[src/rtl/bmps_pkg.sv]
// Shared types, constants and codes of the bus master poll scheduler.
`timescale 1ns / 1ps
package bmps_pkg;

   localparam int MAX_CHANNELS = 64;
   localparam int CH_W         = 6;
   localparam int COUNT_W      = 7;
   localparam int TIMER_W      = 16;
   localparam int PAUSE_W      = 8;
   localparam int ERR_W        = 3;
   localparam int STATUS_W     = 2;
   localparam int CSR_ADDR_W   = 4;
   localparam int CSR_DATA_W   = 32;

   localparam logic [TIMER_W-1:0] REQ_TIMER_RESET = TIMER_W'(5);
   localparam logic [TIMER_W-1:0] TIMER_MAX       = {TIMER_W{1'b1}};

   localparam logic [PAUSE_W-1:0] PAUSE_RESET     = PAUSE_W'(2);
   localparam logic [ERR_W-1:0]   ERR_LIMIT_RESET = ERR_W'(5);

   // item kinds
   localparam logic [1:0] ACT_TICK  = 2'd0;
   localparam logic [1:0] ACT_POLL  = 2'd1;
   localparam logic [1:0] ACT_SETUP = 2'd2;

   // channel status codes
   localparam logic [STATUS_W-1:0] ST_PENDING = 2'd0;
   localparam logic [STATUS_W-1:0] ST_OK      = 2'd1;
   localparam logic [STATUS_W-1:0] ST_TIMEOUT = 2'd2;

   // register indexes (word address)
   localparam logic [1:0] REG_MASTER_ENABLE = 2'd0;
   localparam logic [1:0] REG_CHANNEL_COUNT = 2'd1;
   localparam logic [1:0] REG_REQUEST_PAUSE = 2'd2;
   localparam logic [1:0] REG_ERROR_LIMIT   = 2'd3;

   typedef struct packed {
      logic                master_enable;
      logic [COUNT_W-1:0]  channel_count;
      logic [PAUSE_W-1:0]  request_pause;
      logic [ERR_W-1:0]    error_limit;
   } cfg_type;

   typedef struct packed {
      logic [1:0]          action;
      logic                response_ok;
      logic [CH_W-1:0]     channel;
      logic [TIMER_W-1:0]  timeout_ticks;
   } req_item_type;

   typedef struct packed {
      logic                request_sent;
      logic                lap_complete;
      logic                response_accepted;
      logic                restore_settings;
      logic                timeout_marked;
      logic                raise_timeout_error;
      logic                clear_timeout_error;
      logic [STATUS_W-1:0] channel_status;
      logic [CH_W-1:0]     current_channel;
      logic                error_flag;
   } rsp_item_type;

endpackage

[src/rtl/bmps_ram.sv]
// Generic single write port, single read port RAM with registered read.
`timescale 1ns / 1ps
module bmps_ram #(
   parameter int WIDTH = 8,
   parameter int DEPTH = 64
) (
   input  logic                     clock,
   input  logic                     wr_en,
   input  logic [$clog2(DEPTH)-1:0] wr_addr,
   input  logic [WIDTH-1:0]         wr_data,
   input  logic [$clog2(DEPTH)-1:0] rd_addr,
   output logic [WIDTH-1:0]         rd_data
);

   logic [WIDTH-1:0] mem [DEPTH];
   logic [WIDTH-1:0] rd_data_ff;

   // read returns the old contents on a same-address write
   always_ff @(posedge clock) begin
      if (wr_en) begin
         mem[wr_addr] <= wr_data;
      end
      rd_data_ff <= mem[rd_addr];
   end

   assign rd_data = rd_data_ff;

endmodule

[src/rtl/bmps_csr.sv]
// Configuration registers behind the APB-style port.
`timescale 1ns / 1ps
module bmps_csr (
   input  logic                             clock,
   input  logic                             reset,
   input  logic                             psel,
   input  logic                             penable,
   input  logic                             pwrite,
   input  logic [bmps_pkg::CSR_ADDR_W-1:0]  paddr,
   input  logic [bmps_pkg::CSR_DATA_W-1:0]  pwdata,
   output logic [bmps_pkg::CSR_DATA_W-1:0]  prdata,
   output logic                             pready,
   output bmps_pkg::cfg_type                cfg
);
   import bmps_pkg::*;

   cfg_type    cfg_ff;
   cfg_type    cfg_in;
   logic       wr_hit;
   logic [1:0] reg_idx;

   assign pready  = 1'b1;
   assign reg_idx = paddr[CSR_ADDR_W-1:2];
   assign wr_hit  = psel && penable && pwrite;

   always_comb begin
      cfg_in = cfg_ff;
      if (wr_hit) begin
         unique case (reg_idx)
            REG_MASTER_ENABLE: cfg_in.master_enable = pwdata[0];
            REG_CHANNEL_COUNT: cfg_in.channel_count = pwdata[COUNT_W-1:0];
            REG_REQUEST_PAUSE: cfg_in.request_pause = pwdata[PAUSE_W-1:0];
            REG_ERROR_LIMIT:   cfg_in.error_limit   = pwdata[ERR_W-1:0];
            default:           cfg_in = cfg_ff;
         endcase
      end
   end

   always_comb begin
      unique case (reg_idx)
         REG_MASTER_ENABLE: prdata = CSR_DATA_W'(cfg_ff.master_enable);
         REG_CHANNEL_COUNT: prdata = CSR_DATA_W'(cfg_ff.channel_count);
         REG_REQUEST_PAUSE: prdata = CSR_DATA_W'(cfg_ff.request_pause);
         REG_ERROR_LIMIT:   prdata = CSR_DATA_W'(cfg_ff.error_limit);
         default:           prdata = '0;
      endcase
   end

   always_ff @(posedge clock) begin
      if (reset) begin
         cfg_ff.master_enable <= 1'b0;
         cfg_ff.channel_count <= '0;
         cfg_ff.request_pause <= PAUSE_RESET;
         cfg_ff.error_limit   <= ERR_LIMIT_RESET;
      end else begin
         cfg_ff <= cfg_in;
      end
   end

   assign cfg = cfg_ff;

endmodule

[src/rtl/bmps_engine.sv]
// Poll engine: timers, round-robin pointer, channel tables and result logic.
`timescale 1ns / 1ps
module bmps_engine (
   input  logic                   clock,
   input  logic                   reset,
   input  bmps_pkg::cfg_type      cfg,
   input  bmps_pkg::req_item_type item,
   input  logic                   go,
   output bmps_pkg::rsp_item_type result
);
   import bmps_pkg::*;

   localparam int SC_W = STATUS_W + ERR_W;

   // scalar state
   logic [TIMER_W-1:0]  req_tmr_ff, req_tmr_in;
   logic [TIMER_W-1:0]  rcv_tmr_ff, rcv_tmr_in;
   logic [CH_W-1:0]     next_ch_ff, next_ch_in;
   // working copy of the served channel's table entries
   logic [CH_W-1:0]     srv_ch_ff, srv_ch_in;
   logic [STATUS_W-1:0] srv_status_ff, srv_status_in;
   logic [ERR_W-1:0]    srv_cnt_ff, srv_cnt_in;
   logic                srv_flag_ff, srv_flag_in;

   // per-entry valid bits of the cleared-at-reset tables
   logic                sc_vld_ff [MAX_CHANNELS];
   logic                fl_vld_ff [MAX_CHANNELS];

   // prefetch of the next channel's entries
   logic                pf_to_fwd_ff, pf_to_fwd_in;
   logic [TIMER_W-1:0]  pf_to_data_ff, pf_to_data_in;
   logic                pf_sc_fwd_ff, pf_sc_fwd_in;
   logic [SC_W-1:0]     pf_sc_data_ff, pf_sc_data_in;
   logic                pf_sc_vld_ff, pf_sc_vld_in;
   logic                pf_fl_fwd_ff, pf_fl_fwd_in;
   logic                pf_fl_data_ff, pf_fl_data_in;
   logic                pf_fl_vld_ff, pf_fl_vld_in;

   logic [TIMER_W-1:0]  to_rd;
   logic [SC_W-1:0]     sc_rd;
   logic                fl_rd;
   logic [TIMER_W-1:0]  pf_timeout;
   logic [SC_W-1:0]     pf_sc;
   logic                pf_flag;

   // table writes
   logic                to_we;
   logic                sc_we;
   logic [SC_W-1:0]     sc_wd;

   logic [COUNT_W-1:0]  count_eff;
   logic [COUNT_W-1:0]  next_inc;
   logic [TIMER_W:0]    timer_sum;
   logic                poll_on;
   logic [STATUS_W-1:0] st_w;
   logic [ERR_W-1:0]    cnt_w;
   logic                flag_w;
   logic [TIMER_W-1:0]  rcv_w;
   rsp_item_type        res;

   assign pf_timeout = pf_to_fwd_ff ? pf_to_data_ff : to_rd;
   assign pf_sc      = pf_sc_fwd_ff ? pf_sc_data_ff : (pf_sc_vld_ff ? sc_rd : '0);
   assign pf_flag    = pf_fl_fwd_ff ? pf_fl_data_ff : (pf_fl_vld_ff && fl_rd);

   assign count_eff = (cfg.channel_count > COUNT_W'(MAX_CHANNELS)) ?
                      COUNT_W'(MAX_CHANNELS) : cfg.channel_count;
   assign next_inc  = COUNT_W'(next_ch_ff) + COUNT_W'(1);
   assign timer_sum = {1'b0, pf_timeout} + (TIMER_W+1)'(cfg.request_pause);
   assign poll_on   = cfg.master_enable && (count_eff != '0);

   always_comb begin
      req_tmr_in    = req_tmr_ff;
      rcv_tmr_in    = rcv_tmr_ff;
      next_ch_in    = next_ch_ff;
      srv_ch_in     = srv_ch_ff;
      srv_status_in = srv_status_ff;
      srv_cnt_in    = srv_cnt_ff;
      srv_flag_in   = srv_flag_ff;
      st_w          = srv_status_ff;
      cnt_w         = srv_cnt_ff;
      flag_w        = srv_flag_ff;
      rcv_w         = rcv_tmr_ff;
      to_we         = 1'b0;
      sc_we         = 1'b0;
      res           = '0;

      case (item.action)
         ACT_TICK: begin
            if (req_tmr_ff != '0) begin
               req_tmr_in = req_tmr_ff - TIMER_W'(1);
            end
            if (rcv_tmr_ff != '0) begin
               rcv_tmr_in = rcv_tmr_ff - TIMER_W'(1);
            end
         end
         ACT_POLL: begin
            if (poll_on) begin
               // start a request to the next channel
               if (req_tmr_ff == '0) begin
                  srv_ch_in = next_ch_ff;
                  if (next_inc >= count_eff) begin
                     next_ch_in       = '0;
                     res.lap_complete = 1'b1;
                  end else begin
                     next_ch_in = next_inc[CH_W-1:0];
                  end
                  res.request_sent = 1'b1;
                  st_w   = ST_PENDING;
                  cnt_w  = pf_sc[ERR_W-1:0];
                  flag_w = pf_flag;
                  rcv_w  = pf_timeout;
                  req_tmr_in = timer_sum[TIMER_W] ? TIMER_MAX : timer_sum[TIMER_W-1:0];
               end
               rcv_tmr_in = rcv_w;
               if (rcv_w != '0) begin
                  if (item.response_ok) begin
                     res.response_accepted   = 1'b1;
                     res.clear_timeout_error = 1'b1;
                     cnt_w      = '0;
                     flag_w     = 1'b0;
                     st_w       = ST_OK;
                     rcv_tmr_in = '0;
                  end
               end else begin
                  res.restore_settings = 1'b1;
                  if (st_w == ST_PENDING) begin
                     st_w               = ST_TIMEOUT;
                     res.timeout_marked = 1'b1;
                     if (cnt_w < cfg.error_limit) begin
                        cnt_w = cnt_w + ERR_W'(1);
                     end else begin
                        res.raise_timeout_error = 1'b1;
                        flag_w = 1'b1;
                     end
                  end
               end
               srv_status_in = st_w;
               srv_cnt_in    = cnt_w;
               srv_flag_in   = flag_w;
               sc_we         = 1'b1;
            end
         end
         ACT_SETUP: begin
            to_we = 1'b1;
            if (item.channel == srv_ch_ff) begin
               srv_status_in = ST_PENDING;
               srv_cnt_in    = '0;
            end
         end
         default: ;
      endcase

      // hold everything when no item moves
      if (!go) begin
         req_tmr_in    = req_tmr_ff;
         rcv_tmr_in    = rcv_tmr_ff;
         next_ch_in    = next_ch_ff;
         srv_ch_in     = srv_ch_ff;
         srv_status_in = srv_status_ff;
         srv_cnt_in    = srv_cnt_ff;
         srv_flag_in   = srv_flag_ff;
         to_we         = 1'b0;
         sc_we         = 1'b0;
      end

      res.channel_status  = srv_status_in;
      res.current_channel = srv_ch_in;
      res.error_flag      = srv_flag_in;
   end

   assign sc_wd = {srv_status_in, srv_cnt_in};

   // forward this cycle's writes into the prefetch of the new next channel
   always_comb begin
      pf_to_fwd_in  = to_we && (item.channel == next_ch_in);
      pf_to_data_in = item.timeout_ticks;
      pf_sc_fwd_in  = (sc_we && (srv_ch_in == next_ch_in)) || pf_to_fwd_in;
      pf_sc_data_in = sc_we ? sc_wd : '0;
      pf_sc_vld_in  = sc_vld_ff[next_ch_in];
      pf_fl_fwd_in  = sc_we && (srv_ch_in == next_ch_in);
      pf_fl_data_in = srv_flag_in;
      pf_fl_vld_in  = fl_vld_ff[next_ch_in];
   end

   always_ff @(posedge clock) begin
      if (reset) begin
         req_tmr_ff    <= REQ_TIMER_RESET;
         rcv_tmr_ff    <= '0;
         next_ch_ff    <= '0;
         srv_ch_ff     <= '0;
         srv_status_ff <= ST_PENDING;
         srv_cnt_ff    <= '0;
         srv_flag_ff   <= 1'b0;
         pf_to_fwd_ff  <= 1'b0;
         pf_sc_fwd_ff  <= 1'b0;
         pf_sc_vld_ff  <= 1'b0;
         pf_fl_fwd_ff  <= 1'b0;
         pf_fl_vld_ff  <= 1'b0;
         for (int i = 0; i < MAX_CHANNELS; i++) begin
            sc_vld_ff[i] <= 1'b0;
            fl_vld_ff[i] <= 1'b0;
         end
      end else begin
         req_tmr_ff    <= req_tmr_in;
         rcv_tmr_ff    <= rcv_tmr_in;
         next_ch_ff    <= next_ch_in;
         srv_ch_ff     <= srv_ch_in;
         srv_status_ff <= srv_status_in;
         srv_cnt_ff    <= srv_cnt_in;
         srv_flag_ff   <= srv_flag_in;
         pf_to_fwd_ff  <= pf_to_fwd_in;
         pf_sc_fwd_ff  <= pf_sc_fwd_in;
         pf_sc_vld_ff  <= pf_sc_vld_in;
         pf_fl_fwd_ff  <= pf_fl_fwd_in;
         pf_fl_vld_ff  <= pf_fl_vld_in;
         if (sc_we) begin
            sc_vld_ff[srv_ch_in] <= 1'b1;
            fl_vld_ff[srv_ch_in] <= 1'b1;
         end
         // set-up drops the status and count back to zero
         if (to_we) begin
            sc_vld_ff[item.channel] <= 1'b0;
         end
      end
   end

   always_ff @(posedge clock) begin
      pf_to_data_ff <= pf_to_data_in;
      pf_sc_data_ff <= pf_sc_data_in;
      pf_fl_data_ff <= pf_fl_data_in;
   end

   bmps_ram #(.WIDTH(TIMER_W), .DEPTH(MAX_CHANNELS)) u_timeout_ram (
      .clock   (clock),
      .wr_en   (to_we),
      .wr_addr (item.channel),
      .wr_data (item.timeout_ticks),
      .rd_addr (next_ch_in),
      .rd_data (to_rd)
   );

   bmps_ram #(.WIDTH(SC_W), .DEPTH(MAX_CHANNELS)) u_status_ram (
      .clock   (clock),
      .wr_en   (sc_we),
      .wr_addr (srv_ch_in),
      .wr_data (sc_wd),
      .rd_addr (next_ch_in),
      .rd_data (sc_rd)
   );

   bmps_ram #(.WIDTH(1), .DEPTH(MAX_CHANNELS)) u_flag_ram (
      .clock   (clock),
      .wr_en   (sc_we),
      .wr_addr (srv_ch_in),
      .wr_data (srv_flag_in),
      .rd_addr (next_ch_in),
      .rd_data (fl_rd)
   );

   assign result = res;

endmodule

[src/rtl/bus_master_poll_scheduler_top.sv]
// Top level of the bus master poll scheduler: handshake registers and wiring.
//
//  port group   direction  transfer
//  req_*        in         one item: tick, poll step or channel set-up
//  rsp_*        out        one result item per input item
//  p* (APB)     in/out     register writes and reads, pready always high
//
//  An item raises rsp_valid after its req transfer: the engine works on it while
//  it sits in the input register, and the result register takes it when it moves
//  on, which rsp_stall can hold off. One item per cycle is sustained while
//  rsp_stall is low; the engine's table update sets that rate.
//  Reset is synchronous and active high; it clears all table status at once
//  through per-entry valid bits, so no clearing pass follows it.
//  rsp_stall holds the result register, and req_stall rises only when the
//  input register is full and its item cannot move on.
`timescale 1ns / 1ps
module bus_master_poll_scheduler_top (
   input  logic                             clock,
   input  logic                             reset,
   input  logic                             req_valid,
   output logic                             req_stall,
   input  bmps_pkg::req_item_type           req_data,
   output logic                             rsp_valid,
   input  logic                             rsp_stall,
   output bmps_pkg::rsp_item_type           rsp_data,
   input  logic                             psel,
   input  logic                             penable,
   input  logic                             pwrite,
   input  logic [bmps_pkg::CSR_ADDR_W-1:0]  paddr,
   input  logic [bmps_pkg::CSR_DATA_W-1:0]  pwdata,
   output logic [bmps_pkg::CSR_DATA_W-1:0]  prdata,
   output logic                             pready
);
   import bmps_pkg::*;

   cfg_type      cfg;
   logic         in_vld_ff, in_vld_in;
   req_item_type in_item_ff;
   logic         out_vld_ff, out_vld_in;
   rsp_item_type out_item_ff;
   rsp_item_type eng_result;
   logic         req_xfer;
   logic         move;

   // advance the held item when the result register is free or draining
   assign move      = in_vld_ff && (!out_vld_ff || !rsp_stall);
   assign req_stall = in_vld_ff && !move;
   assign req_xfer  = req_valid && !req_stall;

   always_comb begin
      in_vld_in = in_vld_ff;
      if (req_xfer) begin
         in_vld_in = 1'b1;
      end else if (move) begin
         in_vld_in = 1'b0;
      end
   end

   always_comb begin
      out_vld_in = out_vld_ff;
      if (move) begin
         out_vld_in = 1'b1;
      end else if (!rsp_stall) begin
         out_vld_in = 1'b0;
      end
   end

   always_ff @(posedge clock) begin
      if (reset) begin
         in_vld_ff  <= 1'b0;
         out_vld_ff <= 1'b0;
      end else begin
         in_vld_ff  <= in_vld_in;
         out_vld_ff <= out_vld_in;
      end
   end

   // payload registers: capture on transfer, hold otherwise
   always_ff @(posedge clock) begin
      if (req_xfer) begin
         in_item_ff <= req_data;
      end
      if (move) begin
         out_item_ff <= eng_result;
      end
   end

   bmps_csr u_csr (
      .clock   (clock),
      .reset   (reset),
      .psel    (psel),
      .penable (penable),
      .pwrite  (pwrite),
      .paddr   (paddr),
      .pwdata  (pwdata),
      .prdata  (prdata),
      .pready  (pready),
      .cfg     (cfg)
   );

   bmps_engine u_engine (
      .clock  (clock),
      .reset  (reset),
      .cfg    (cfg),
      .item   (in_item_ff),
      .go     (move),
      .result (eng_result)
   );

   assign rsp_valid = out_vld_ff;
   assign rsp_data  = out_item_ff;

endmodule

[config.mk]
export PLATFORM = sky130hd
export DESIGN_NAME = bus_master_poll_scheduler_top
export DESIGN_NICKNAME = d
export VERILOG_FILES = /design/src/rtl/bmps_pkg.sv /design/src/rtl/bmps_ram.sv /design/src/rtl/bmps_csr.sv /design/src/rtl/bmps_engine.sv /design/src/rtl/bus_master_poll_scheduler_top.sv
export SDC_FILE = /design/constraint.sdc
export NUM_CORES = 2
export LEC_CHECK = 0
export ABC_CLOCK_PERIOD_IN_PS = 5600
export BUFFER_PORTS_ARGS = -buffer_cell sky130_fd_sc_hd__buf_2
export CAP_MARGIN = 20
export CORE_MARGIN = 3
export CORE_UTILIZATION = 50
export CTS_CLUSTER_DIAMETER = 80
export DETAILED_ROUTE_END_ITERATION = 12
export PLACE_DENSITY = 0.65
export RECOVER_POWER = 25
export SETUP_SLACK_MARGIN = 0.4
export SLEW_MARGIN = 20
export SYNTH_ARGS = -nofsm -noshare
export SYNTH_HDL_FRONTEND = slang
export SYNTH_SLANG_ARGS = --single-unit
[constraint.sdc]
create_clock -name clock -period 5.6 [get_ports clock]
set_input_delay 0.56 -clock clock [delete_from_list [all_inputs] [get_ports clock]]
set_output_delay 0.56 -clock clock [all_outputs]
set_load 0.02 [all_outputs]
==> reports/metrics.cfg <==
[global_route]
use_met2=0.376
grtUsageMet3=0.0437
track_usage=0.251
grt_pass1_wl_um=250000
grt-ovfl-total=0
grt_antenna_before_repair=1
gr-max-usage-layer=met2
grt_pass1_vias=39349
grt_use_met1=0.374
grt_max_degree=108

[die]
start_util=0.506
die_w_um=364
std_cell_rows=130
core_area_mm2=0.126
dieArea_mm2=0.132
die_h_um=364
ios=119

[logic_synthesis]
synthFlopType=edfxtp_1
yosysSeqAreaShare=0.706
synth.distinct_cells=73
yosysWarnings=0
async_reset_ff_frac=0
avgSynthCellArea_um2=12.6
synth_edf_count=1384
yosys_register_bits=1564
synth_cells=5070
syn_area_mm2=0.0640

[outcome]
run_status=finished with violations
violations=max-capacitance violations, max-slew violations

[place]
dp_hpwl_um=101000
post-place-ws_ps=720
gp_congestion=0.892
placed_cell_area_mm2=0.0669
io_buffers=67
dp.cells=6657

[detailed_routing]
drtIter0Drc=5299
drtPass1Iterations=5
wl_um=167000
drt_drc_violations_left=0
avgRoutedWirePerCell_um=24.0
antenna_left=0
vias=41770
viasPerCell=5.99

[sta]
slew_viol_final=1162
rsz0062_at_grt=true
skew_ps=43.4
fmaxAchievable_ghz=0.197
slew_headroom=-1.99
hold_violations=0
setup_violations=0
period_share=0.905
setup_ws_ps=534
period_needed_ps=5070
worst_pin_slew_ps=4490
fin_tns_setup_ps=0

[power]
total_leakage_power_nw=25.0
p_per_area_mw_per_mm2=327
peakVddDrop_mv=0.295

[cts]
cts-root-buf=clkbuf_16
clk_pin_slew_ps=60
clock_latency_ps=780
clock_path_buffers=3
tritoncts=done
post_cts_buffers=0
numCtsBuffers=158
h-tree-depth=4
clkSinkCount=1564

[worst_setup_path]
cp_cell_sequence=ha_1 > nand3_1 > xor2_1 > inv_1 > ha_1 > and4_1 > a21oi_2 > buf_4 > a31o_4 > buf_4 > nand2_1 > nand3_1 > nand3_1 > o21ai_0 > a22oi_1 > o211ai_1
cp_max_fo=31
worstPathArrival_ps=5750
cp-end-kind=register
worstPathRequired_ps=6290
path_common_cell=nand3_1
slowest_stage=o21ai_0
criticalPathCategory=reg2reg
worstSetupStartpointType=register
max_stage_delay_ps=750

[cells_and_area]
area_growth_pct=13.0
layout.nets=5290
final_common_cell=edfxtp_1
final_cell_mix=1384 x edfxtp_1, 931 x nand2_1, 417 x a21oi_1
fin_cells=6977
final_layout_size_suffix_gt1_frac=0.0986
stdcell_area_mm2=0.0723

[flow_run]
maxCapViolCount=20

[min_path]
hold_class=in2reg

worst max-delay path: cells and delay by family (launching register included):
family | cells | cell delay, ps
AO/OA/AOI/OAI | 5 | 2240
XOR/XNOR | 1 | 320
adder cells (fa/ha/maj) | 2 | 650
buffers and inverters | 3 | 720
flip-flops | 1 | 470
AND/OR/NAND/NOR | 5 | 530
power breakdown:
group | internal [mW] | leakage (nW) | switching (mW)
sequential | 12.7 | 14.0 | 0.0346
clock | 6.06 | 2.50 | 4.35
combinational | 0.113 | 8.50 | 0.329
through the flow:
stage	utilization	total power, mW	hold slack, ps
after floorplan	-	13.2	440
after global placement	0.529	13.4	448
after detailed placement	0.529	13.4	456
after CTS	0.573	23.7	0.476
after global routing	0.572	24.3	43.3
final	0.572	23.6	51.4
worst paths after layout:
path	to	depth (start not counted)	startpoint	slack, ps
max	u_engine.u_timeout_ram.rd_data[7]$_DFF_P_	16	u_engine.next_ch_ff[0]$_SDFF_PP0_	530
min	u_csr.cfg[9]$_SDFFE_PP0P_	3	pwdata[6]	50
max reg2reg	u_engine.u_timeout_ram.rd_data[7]$_DFF_P_	16	u_engine.next_ch_ff[0]$_SDFF_PP0_	530
min reg2reg	u_engine.fl_vld_ff[4]$_DFF_P_	2	u_engine.fl_vld_ff[4]$_DFF_P_	470
cell families after synthesis:
kind of cell    synth area share
fa+ha+maj                0.00501
compound gates             0.112
buf+inv                   0.0260
mux                       0.0326
simple gates               0.114
xor+xnor                 0.00479
other cells             0.000117
flops                      0.706
flip-flops by register name, summed over array words and instances, names as in the netlist, 2 cells and up:
signal,flops
u_engine.u_flag_ram.mem,64
u_engine.sc_vld_ff,64
u_engine.u_timeout_ram.mem,1024
u_engine.req_tmr_ff,16
u_engine.next_ch_ff,6
u_engine.rcv_tmr_ff,16
u_engine.u_status_ram.mem,192
u_engine.fl_vld_ff,64
u_engine.pf_sc_data_ff,3
u_engine.srv_ch_ff,6
u_engine.srv_status_ff,2
in_item_ff,25
u_engine.u_timeout_ram.rd_data,16
u_engine.pf_to_data_ff,16
u_engine.u_status_ram.rd_data,3
u_engine.srv_cnt_ff,3
rsp_data,15
u_csr.cfg,19
metal layers:
metal | vias up | part of all wire
met3 | 240 | 0.087
met4 | 0 | 0.029
met1 | 20712 | 0.44
met5 | - | 0
li1 | 19017 | -
met2 | 1801 | 0.45
final cells by class:
type | count | area, µm²
inverters | 36 | 135
clock buffers | 228 | 4500
diodes | 1 | 2.50
flip-flops and latches | 1564 | 45200
multi-input cells | 3143 | 17400
clock inverters | 61 | 647
well taps | 1650 | 2060
repair buffers | 294 | 2370
fillers | 10021 | 54100
cell usage after synthesis (23+ instances only):
library cell / number / area, µm²
xnor2_1: 23 / 201
a21oi_1: 418 / 2090
a22oi_1: 203 / 1520
o21ai_0: 104 / 521
dfxtp_1: 180 / 3600
o211ai_1: 27 / 203
mux2i_1: 196 / 1960
buf_2: 74 / 370
buf_1: 57 / 214
a31oi_1: 25 / 156
o21bai_1: 67 / 503
ha_1: 24 / 300
nand2_1: 931 / 3490
inv_1: 34 / 128
nor2_1: 427 / 1600
a32oi_1: 63 / 552
nor3_1: 26 / 130
a22o_1: 47 / 412
edfxtp_1: 1384 / 41600
nand3_1: 255 / 1280
clkbuf_1: 187 / 702
buf_4: 32 / 240
a221oi_1: 23 / 201
o22ai_1: 26 / 163
timing repair:
action,4_1_cts,5_1_grt
endpoints found under the hold margin,32,0
hold buffers,30,0
setup endpoints to repair,0,10
gates resized for setup,0,3
(Power assumes the default switching activity.)
